--- src/hw/rtl/gift128_pkg.sv ---
package gift128_pkg;

	localparam int unsigned BLK_W  = 128;
	localparam int unsigned HALF_W = 64;
	localparam int unsigned RND_W  = 6;

	localparam logic [RND_W-1:0] MAX_ROUNDS = 6'd40;
	localparam logic [RND_W-1:0] RESET_ROUNDS = 6'd40;

	// configuration register indexes
	localparam logic [1:0] REG_KEY_LOW     = 2'd0;
	localparam logic [1:0] REG_KEY_HIGH    = 2'd1;
	localparam logic [1:0] REG_ROUND_COUNT = 2'd2;

	typedef enum logic [1:0] {
		ST_IDLE,
		ST_RUN,
		ST_DONE
	} ctrl_state_t;

	typedef struct packed {
		logic             load;      // take a new request into the state register
		logic             step;      // apply one round
		logic             out_load;  // move the finished state to the output register
		logic [RND_W-1:0] round_idx;
	} gift128_cmd_t;

	typedef struct packed {
		logic [RND_W-1:0] rounds;    // effective round count, 0..40
	} gift128_sts_t;

	localparam logic [3:0] SBOX [16] = '{
		4'd1, 4'd10, 4'd4, 4'd12, 4'd6, 4'd15, 4'd3, 4'd9,
		4'd2, 4'd13, 4'd11, 4'd7, 4'd5, 4'd0, 4'd8, 4'd14
	};

	// bit b goes to 4*(b/16) + PERM_BASE[b%16]
	localparam logic [6:0] PERM_BASE [16] = '{
		7'd0, 7'd33, 7'd66, 7'd99, 7'd96, 7'd1, 7'd34, 7'd67,
		7'd64, 7'd97, 7'd2, 7'd35, 7'd32, 7'd65, 7'd98, 7'd3
	};

	localparam logic [5:0] RC_TAB [40] = '{
		6'h01, 6'h03, 6'h07, 6'h0F, 6'h1F, 6'h3E, 6'h3D, 6'h3B, 6'h37, 6'h2F,
		6'h1E, 6'h3C, 6'h39, 6'h33, 6'h27, 6'h0E, 6'h1D, 6'h3A, 6'h35, 6'h2B,
		6'h16, 6'h2C, 6'h18, 6'h30, 6'h21, 6'h02, 6'h05, 6'h0B, 6'h17, 6'h2E,
		6'h1C, 6'h38, 6'h31, 6'h23, 6'h06, 6'h0D, 6'h1B, 6'h36, 6'h2D, 6'h1A
	};

	function automatic logic [5:0] round_const(input logic [RND_W-1:0] r);
		logic [5:0] c;
		c = 6'd0;
		if (r < MAX_ROUNDS) begin
			c = RC_TAB[r];
		end
		return c;
	endfunction

endpackage

--- src/hw/rtl/gift128_ctrl.sv ---
module gift128_ctrl (
	input  logic                       clk,
	input  logic                       arst_n,
	input  logic                       in_valid,
	output logic                       in_stall,
	output logic                       out_valid,
	input  logic                       out_stall,
	input  gift128_pkg::gift128_sts_t  sts,
	output gift128_pkg::gift128_cmd_t  cmd
);
	import gift128_pkg::*;

	ctrl_state_t      state_q, state_nxt;
	logic [RND_W-1:0] round_q;
	logic             out_valid_q;
	logic             out_free;
	logic             last_round;

	assign out_free   = !out_valid_q || !out_stall;
	assign last_round = (round_q == sts.rounds - 6'd1);

	always_comb begin
		state_nxt = state_q;
		unique case (state_q)
			ST_IDLE: begin
				if (in_valid) begin
					state_nxt = (sts.rounds == '0) ? ST_DONE : ST_RUN;
				end
			end
			ST_RUN: begin
				if (last_round) begin
					state_nxt = ST_DONE;
				end
			end
			ST_DONE: begin
				if (out_free) begin
					state_nxt = ST_IDLE;
				end
			end
			default: state_nxt = ST_IDLE;
		endcase
	end

	always_comb begin
		cmd           = '0;
		cmd.round_idx = round_q;
		in_stall      = 1'b1;
		unique case (state_q)
			ST_IDLE: begin
				in_stall = 1'b0;
				cmd.load = in_valid;
			end
			ST_RUN: begin
				cmd.step = 1'b1;
			end
			ST_DONE: begin
				cmd.out_load = out_free;
			end
			default: begin
				in_stall = 1'b1;
			end
		endcase
	end

	always_ff @(posedge clk or negedge arst_n) begin
		if (!arst_n) begin
			state_q     <= ST_IDLE;
			round_q     <= '0;
			out_valid_q <= 1'b0;
		end else begin
			state_q <= state_nxt;
			if (cmd.load) begin
				round_q <= '0;
			end else if (cmd.step) begin
				round_q <= round_q + 6'd1;
			end
			if (cmd.out_load) begin
				out_valid_q <= 1'b1;
			end else if (!out_stall) begin
				out_valid_q <= 1'b0;
			end
		end
	end

	assign out_valid = out_valid_q;

endmodule

--- src/hw/rtl/gift128_dp.sv ---
module gift128_dp (
	input  logic                       clk,
	input  logic                       arst_n,
	input  logic                       cfg_we,
	input  logic [1:0]                 cfg_index,
	input  logic [63:0]                cfg_data,
	input  logic [63:0]                data_low,
	input  logic [63:0]                data_high,
	output logic [63:0]                cipher_low,
	output logic [63:0]                cipher_high,
	input  gift128_pkg::gift128_cmd_t  cmd,
	output gift128_pkg::gift128_sts_t  sts
);
	import gift128_pkg::*;

	logic [HALF_W-1:0] key_low_q, key_high_q;
	logic [RND_W-1:0]  round_count_q;
	logic [BLK_W-1:0]  state_q, key_q;
	logic [BLK_W-1:0]  state_nxt, key_nxt;
	logic [HALF_W-1:0] cipher_low_q, cipher_high_q;

	function automatic logic [BLK_W-1:0] round_fn(
		input logic [BLK_W-1:0] s,
		input logic [BLK_W-1:0] k,
		input logic [5:0]       rc
	);
		logic [BLK_W-1:0] sub;
		logic [BLK_W-1:0] perm;
		logic [6:0]       dst;
		for (int n = 0; n < 32; n++) begin
			sub[4*n +: 4] = SBOX[s[4*n +: 4]];
		end
		perm = '0;
		for (int b = 0; b < 128; b++) begin
			dst = 7'((b >> 4) << 2) + PERM_BASE[4'(b)];
			perm[dst] = sub[b];
		end
		for (int i = 0; i < 32; i++) begin
			perm[4*i+1] = perm[4*i+1] ^ k[i];
			perm[4*i+2] = perm[4*i+2] ^ k[64+i];
		end
		for (int i = 0; i < 6; i++) begin
			perm[4*i+3] = perm[4*i+3] ^ rc[i];
		end
		perm[127] = ~perm[127];
		return perm;
	endfunction

	assign state_nxt = round_fn(state_q, key_q, round_const(cmd.round_idx));
	// key schedule: rotate right 32, then rotate the two top words
	assign key_nxt = {key_q[17:16], key_q[31:18], key_q[11:0], key_q[15:12],
		key_q[127:96], key_q[95:64], key_q[63:32]};

	always_ff @(posedge clk or negedge arst_n) begin
		if (!arst_n) begin
			key_low_q     <= '0;
			key_high_q    <= '0;
			round_count_q <= RESET_ROUNDS;
		end else if (cfg_we) begin
			unique case (cfg_index)
				REG_KEY_LOW:     key_low_q     <= cfg_data;
				REG_KEY_HIGH:    key_high_q    <= cfg_data;
				REG_ROUND_COUNT: round_count_q <= cfg_data[RND_W-1:0];
				default: ;
			endcase
		end
	end

	always_ff @(posedge clk) begin
		if (cmd.load) begin
			state_q <= {data_high, data_low};
			key_q   <= {key_high_q, key_low_q};
		end else if (cmd.step) begin
			state_q <= state_nxt;
			key_q   <= key_nxt;
		end
		if (cmd.out_load) begin
			cipher_low_q  <= state_q[HALF_W-1:0];
			cipher_high_q <= state_q[BLK_W-1:HALF_W];
		end
	end

	assign sts.rounds  = (round_count_q > MAX_ROUNDS) ? MAX_ROUNDS : round_count_q;
	assign cipher_low  = cipher_low_q;
	assign cipher_high = cipher_high_q;

endmodule

--- src/hw/rtl/gift128_block_encrypt.sv ---
// GIFT-128 block encryption core, one round per clock.
//
// Input channel: data_low/data_high carry the 128-bit plaintext; a request is
// taken when in_valid is high and in_stall is low. in_stall is low only while
// the core is idle, so one block is in flight at a time.
// Output channel: cipher_low/cipher_high, qualified by out_valid; the receiver
// holds it with out_stall. The result sits in its own output register, so a
// new request is taken while an earlier result still waits.
// Sequence: the accept edge loads the state register, then R rounds run
// (R = round_count, saturated at 40; R = 0 passes the plaintext through),
// then the finished state moves to the output register and out_valid
// rises. The core then returns to idle; it works on one request at a time,
// as it has a single shared round unit.
// Key and round count come from the write port (cfg_we/cfg_index/cfg_data,
// index 0 key_low, 1 key_high, 2 round_count); write them only while idle.
// Every block restarts from the master key.
// If the receiver stalls, the finished block waits in the state register and
// the core takes no new request until the output register frees up.
// Reset (arst_n low) clears the key to zero, round_count to 40 and drops
// out_valid; any block in flight is lost.
module gift128_block_encrypt (
	input  logic        clk,
	input  logic        arst_n,
	input  logic        cfg_we,
	input  logic [1:0]  cfg_index,
	input  logic [63:0] cfg_data,
	input  logic        in_valid,
	output logic        in_stall,
	input  logic [63:0] data_low,
	input  logic [63:0] data_high,
	output logic        out_valid,
	input  logic        out_stall,
	output logic [63:0] cipher_low,
	output logic [63:0] cipher_high
);
	import gift128_pkg::*;

	gift128_cmd_t cmd;   // controller -> datapath
	gift128_sts_t sts;   // datapath -> controller

	gift128_ctrl u_ctrl (
		.clk       (clk),
		.arst_n    (arst_n),
		.in_valid  (in_valid),
		.in_stall  (in_stall),
		.out_valid (out_valid),
		.out_stall (out_stall),
		.sts       (sts),
		.cmd       (cmd)
	);

	gift128_dp u_dp (
		.clk         (clk),
		.arst_n      (arst_n),
		.cfg_we      (cfg_we),
		.cfg_index   (cfg_index),
		.cfg_data    (cfg_data),
		.data_low    (data_low),
		.data_high   (data_high),
		.cipher_low  (cipher_low),
		.cipher_high (cipher_high),
		.cmd         (cmd),
		.sts         (sts)
	);

endmodule

--- config.mk ---
export PLATFORM = sky130hd
export DESIGN_NAME = gift128_block_encrypt
export DESIGN_NICKNAME = d
export VERILOG_FILES = /design/src/hw/rtl/gift128_pkg.sv /design/src/hw/rtl/gift128_ctrl.sv /design/src/hw/rtl/gift128_dp.sv /design/src/hw/rtl/gift128_block_encrypt.sv
export SDC_FILE = /design/constraint.sdc
export NUM_CORES = 1
export LEC_CHECK = 0
export ABC_AREA = 1
export BUFFER_PORTS_ARGS = -buffer_cell sky130_fd_sc_hd__buf_4
export CORE_UTILIZATION = 64
export CTS_BUF_LIST = sky130_fd_sc_hd__clkbuf_4 sky130_fd_sc_hd__clkbuf_8
export DETAILED_ROUTE_END_ITERATION = 10
export PLACE_DENSITY = 0.88
export SYNTH_ARGS = -nofsm -noshare
export SYNTH_HDL_FRONTEND = slang
export SYNTH_SLANG_ARGS = --single-unit
--- constraint.sdc ---
create_clock -name clk -period 18.7 [get_ports clk]
set_clock_uncertainty 0.05 [all_clocks]
set_input_delay 1.87 -clock clk [delete_from_list [all_inputs] [get_ports clk]]
set_output_delay 1.87 -clock clk [all_outputs]
set_load 0.01 [all_outputs]
### Yosys cells after proc, flatten, opt, wreduce, memory -nomap -nowiden

Memories as Yosys holds them, arrays and structs flattened.
Cells that the tools add are included.
Widths: inputs -> output; s select.

| operators by class | value |
|---|---|
| add/sub/neg operators | 2 |
| $lt $le $gt $ge | 35 |
| equality and inequality tests | 9 |
| muxes and demuxes | 149 |
| bitwise gates (word level) | 66 |
| reduce and logical (&&, ||, !) cells | 11 |

Operators with widths:

| cell | count |
|---|---|
| $mux 128 | 4 |
| $mux 4 | 64 |
| $ge 5x5->1 const B | 32 |
| $not 4->5 | 32 |
| $bwmux 1 | 64 |
| $mux 6 | 6 |
| $xor 1x1->1 | 32 |
| $mux 2 | 4 |
| $ge 7x7->1 const B | 1 |
| $not 6->7 | 1 |
| $add 6x1->6 const B | 1 |
| $eq 6x6->1 | 1 |
| $gt 6x6->1 const B | 1 |
| $logic_not 6->1 | 1 |
| $lt 6x6->1 const B | 1 |
| $mux 1 | 6 |
| $ne 2x1->1 const B | 3 |
| $pmux 2 s3 | 1 |
| $reduce_and 2->1 | 3 |
| $sub 6x1->6 const B | 1 |
| $eq 2x1->1 const B | 2 |
| $eq 2x2->1 const B | 2 |
| $logic_not 2->1 | 2 |
| $reduce_and 3->1 | 1 |
| other kinds (5) | 6 |

| storage, ports and cells | value |
|---|---|
| bits in registers | 527 |
| memory bits (read-only) | 2432 |
| bits of input ports | 199 |
| output and inout port bits | 130 |
| word-level logic and storage cells | 315 |
| memories | 33 |

Memory list:

| memory | words | bits a word | rd ports | clocked after Yosys merged registers in | write ports | RTL line | RTL |
|---|---|---|---|---|---|---|---|
| (no name shown) | 64 | 6 | 1 | 0 | 0 | gift128_pkg.sv:54 | `c = RC_TAB[r];` |
| (no name shown) | 16 | 4 | 1 | 0 | 0 | gift128_dp.sv:31 | `sub[4*n +: 4] = SBOX[s[4*n +: 4]];` |
| (no name shown) | 16 | 4 | 1 | 0 | 0 | gift128_dp.sv:31 |  |
| (no name shown) | 16 | 4 | 1 | 0 | 0 | gift128_dp.sv:31 |  |
| (no name shown) | 16 | 4 | 1 | 0 | 0 | gift128_dp.sv:31 |  |
| (no name shown) | 16 | 4 | 1 | 0 | 0 | gift128_dp.sv:31 |  |
| +27 memories | -- | -- | -- | -- | -- | -- |  |

### Depth between registers and ports, before layout

| depth | value |
|---|---|
| depth after elaboration | 70 |
| gate-level depth with buffers | 17 |
| gate-level depth less buffers | 17 |

### Hierarchy

Synthesis repeated with hierarchy kept, for this count alone.

| unflattened totals | value |
|---|---|
| cell total of the unflattened synthesis | 2242 |
| area, all modules | 22828.1 um^2 |

Modules (own cells, without submodules):

| module | times used | cells each | area each (um^2) |
|---|---|---|---|
| gift128_dp | 1 | 2130 | 22111.2 |
| gift128_ctrl | 1 | 112 | 716.9 |

### Least setup slack after synthesis

No wires, ideal clock.

| timing | value |
|---|---|
| path type | input port to flip-flop |
| start point | in out_stall |
| end point | reg u_dp.cipher_high_q[0] (netlist: u_dp.cipher_high[0]), enable pin |
| data arrival time | 8.052 ns |
| required time | 17.992 ns |
| slack | 9.939 ns |
| stages | 1 |
| cells stage by stage | a21oi_1 |

| between the ends | value |
|---|---|
| longest elaborated chain between the ends | 3 |

RTL lines:

| item | RTL line | RTL |
|---|---|---|
| start: declaration | gift128_block_encrypt.sv:32 | `input logic out_stall,` |
| $logic_not 1->1 | gift128_ctrl.sv:19 | `assign out_free = !out_valid_q \|\| !out_stall;` |
| $logic_or 1x1->1 | gift128_ctrl.sv:19 |  |
| $mux 1 | gift128_ctrl.sv:48 | `unique case (state_q)` |
| end signal: assignment | gift128_dp.sv:79 | `cipher_high_q <= state_q[BLK_W-1:HALF_W];` |
| end: declaration | gift128_dp.sv:20 | `logic [HALF_W-1:0] cipher_low_q, cipher_high_q;` |

No other way between the ends.
A chain may end at the register's enable or synchronous reset.

### Worst setup path in the final report

| timing | value |
|---|---|
| start point | in in_valid |
| end point | reg u_dp.key_q[105], enable pin |

| between the ends | value |
|---|---|
| longest elaborated chain between the ends | 2 |

RTL lines:

| item | RTL line | RTL |
|---|---|---|
| start: declaration | gift128_block_encrypt.sv:27 | `input logic in_valid,` |
| $mux 1 | gift128_ctrl.sv:48 |  |
| $reduce_bool 2->1 (no source line) | -- |  |
| end signal: assignment | gift128_dp.sv:72 | `key_q <= {key_high_q, key_low_q};` |
| end signal: assignment | gift128_dp.sv:75 | `key_q <= key_nxt;` |
| end: declaration | gift128_dp.sv:18 | `logic [BLK_W-1:0] state_q, key_q;` |

No other way between the ends.

==> flow_summary_export.csv <==
group,metric,value,unit
outcome,run_status,"completed",
pwr,p_total,4790,uW
floorplanning,start_util,65.0,%
logic_synthesis,synth_area_leaders,"edfxtp_1 51%, dfrtp_1 16%, nand2_1 14%, o21ai_0 5.1%, inv_1 3.0%",
finish,drive_gt1_share,19.9,%
critical_path,critPathLaunch,"in_valid",
logic_synthesis,async_flop_share,27.1,%
sta,fin_tns_setup,0,ps
logic_synthesis,syn_area,22500,sq um
hold_path,min_from,"u_dp.state_q[106]",
clock_network,clockBufferDepth,3,
logic_synthesis,synth_compound_area_share,7.58,%
logic_synthesis,synthMostInstantiatedCell,"nand2_1",
logic_synthesis,synth_fa_ha_area_share,2.17,%
critical_path,cp-start-kind,"input port",
sta,finalSetupViolCount,0,
run,drv_cap,0,
floorplanning,die_h,190,um
logic_synthesis,synth.area.mux_share,0,%
floorplanning,die_area,36000,sq um
pwr,powerDensity,177,nW/um^2
logic_synthesis,synth_top_family_by_area,"simple AND/OR/NAND/NOR gates",
finish,area_growth,20.4,%
sta,final-max-slew-violation-count,0,
sta,slew_headroom,13.9,%
hold_path,hold_path_class,"reg2reg",
logic_synthesis,synth_cell_type_count,37,
logic_synthesis,yosys.area_share.simple,16.1,%
drt,drc,0,
pwr,ir_drop,114,uV
critical_path,reg2reg_depth,6,
global_routing,grt_pass1_vias,16324,
logic_synthesis,synth_top_area_share,51.2,%
logic_synthesis,syn_inst,2151,
logic_synthesis,seq_area_frac_synth,67.1,%
logic_synthesis,synth_xor_area_share,2.10,%
logic_synthesis,ys_warn_count,0,
critical_path,crit_fanout,121,
pwr,p_leak,0.0123,uW
clock_network,postCtsHoldBufs,0,
logic_synthesis,yosysTopAreaCell,"edfxtp_1",
clock_network,cts_made_buffers,83,
critical_path,crit_arrival,4720,ps
sta,rsz0062_at_grt,"no",
sta,period_share,24.3,%
critical_path,worstPathRequired,18880,ps
finish,nets,2719,
global_routing,antenna_found_initial,9,
critical_path,critical_path.endpoint_type,"flop",
drt,num_vias,16731,
clock_network,cts_tree,"built",
global_routing,grt_pass1_wl,86600,um
global_routing,gr-usage-all-layers,31.8,%
floorplanning,fp.dieW,190,um
logic_synthesis,syn_nets,2389,
drt,drtIter0Drc,1809,
clock_network,clk_pin_slew_worst_paths,60,ps
finish,fill_cells,2122,
logic_synthesis,ys_ff_latch,527,
placed_design,gp_congestion,0.874,
sta,fmax,220,MHz
floorplanning,num_io_pins,329,
floorplanning,core,34600,sq um
drt,wirelength,56500,um
clock_network,worstSkewPairLatency,630,ps
logic_synthesis,synth.avg_cell_area,10.5,sq um
sta,hold_viol,0,
drt,ant_nets,0,
clock_network,clkSinkCount,527,
critical_path,critical_path_class,"in2reg",
drt,post_drt_wl_per_cell,18.8,um
clock_network,ctsResizeCount,0,
hold_path,hold_depth,0,
placed_design,dp_hpwl,37400,um
critical_path,reg2reg_from,"u_ctrl.state_q[0]",
placed_design,io_buffer_count,328,
clock_network,htree_levels,3,
sta,fin_crit,4540,ps
floorplanning,row_count,68,
logic_synthesis,synth_edf_count,384,
drt,drt_first_pass_iters,6,
logic_synthesis,synth_commonest_cells,"814 x nand2_1, 384 x edfxtp_1, 229 x o21ai_0, 178 x inv_1, 141 x dfrtp_1",
clock_network,cts_root_buf,"clkbuf_8",
sta,worst_pin_slew,1290,ps
global_routing,grt_start_max_net_pins,129,
drt,via_per_inst,5.56,
clock_network,post_cts_buffers,0,
logic_synthesis,synth_ff_type,"edfxtp_1",
global_routing,grt-ovfl-total,0,
==> routing by layer <==
metal	routed length (um)	part of all wire [%]	up-vias	track usage (%)
met5	93	0.16	-	0
met4	2090	3.7	12	14.4
met3	5640	10	140	7.69
met2	27000	48	885	51.3
met1	21700	38	7916	41.1
li1	-	-	7778	-
==> layout make-up <==
type | instances | area [sq um] | area share (%)
diodes | 2 | 5.00 | 0.0184
inverters | 183 | 702 | 2.59
repair buffers | 339 | 2550 | 9.40
flip-flops and latches | 527 | 15100 | 55.7
clock buffers | 129 | 1570 | 5.78
clock inverters | 25 | 284 | 1.05
well taps | 455 | 569 | 2.10
multi-input cells | 1347 | 6340 | 23.4
==> worst max-delay path: stages <==
cell and delay [ps]:
buf_4 110, nand2_8 230, inv_8 540, nor2_1 250, inv_8 580, buf_4 930
==> cell usage in the layout, fill, tap and decap left out, types with 2 or more instances in the layout <==
cell       Yosys  layout
nand2_1      814     812
edfxtp_1     384     384
buf_4         10     338
o21ai_0      229     229
inv_1        178     177
dfrtp_1      141     141
clkbuf_8       0      96
nor2_1        77      77
nand3_1       45      45
ha_1          39      39
xnor2_1       33      33
clkbuf_4       0      33
o211ai_1      29      29
xor2_1        21      21
o31ai_1       17      17
a21oi_1       15      14
clkinv_2       0       9
clkinv_1       1       7
bufinv_16      0       6
o21ai_1        5       5
inv_8          0       3
inv_2          4       3
diode_2        0       2
nor2_2         2       2
nand2_2        3       2
a211oi_1       2       2
o21a_1         2       2
a31oi_1        2       2
a21oi_4        1       2
nand2_4        0       2
a21oi_2        2       2
inv_6          0       2
dfstp_2        2       2
==> worst paths after layout <==
check | slack, ps | endpoint
setup / recovery | 14160 | u_dp.key_q[105]
min in group asynchronous | 1190 | u_dp.key_low_q[35]
hold / removal | 360 | u_dp.cipher_high[42]
max in group asynchronous | 15940 | u_ctrl.round_q[3]
hold reg to reg | 360 | u_dp.cipher_high[42]
setup reg to reg | 14750 | u_dp.key_q[105]
==> sequential cells by signal, summed over array words and instances (netlist names) <==
name,cells
u_ctrl.out_valid,1
u_dp.key_q,128
u_dp.round_count_q,6
u_ctrl.state_q,2
u_dp.cipher_low,64
u_dp.state_q,128
u_ctrl.round_q,6
u_dp.key_low_q,64
u_dp.key_high_q,64
u_dp.cipher_high,64
==> metrics by stage <==
step	hold WS (ps)	util (%)	instances	setup WS [ps]	instance area, sq um
floorplan	350	-	2151	9940	22500
global placement	350	73.0	2851	13640	25300
detailed placement	355	73.0	2851	13550	25300
CTS	367	78.3	3005	14200	27100
global route	371	78.3	3006	14050	27100
finish	364	78.3	3007	14160	27100
==> power breakdown <==
part           switching (uW)  internal [uW]  total (uW)
logic                     945            501        1450
registers                 306           1970        2270
clock network             450            620        1070
==> cells by family (layout without fill, tap and decap cells) <==
kind of cell | after synthesis | after routing
flops | 527 | 527
other cells | 0 | 2
fa+ha+maj | 39 | 39
simple gates | 945 | 945
buf+inv | 277 | 676
compound gates | 309 | 309
xor+xnor | 54 | 54
Power figures use the tool's default switching activity.
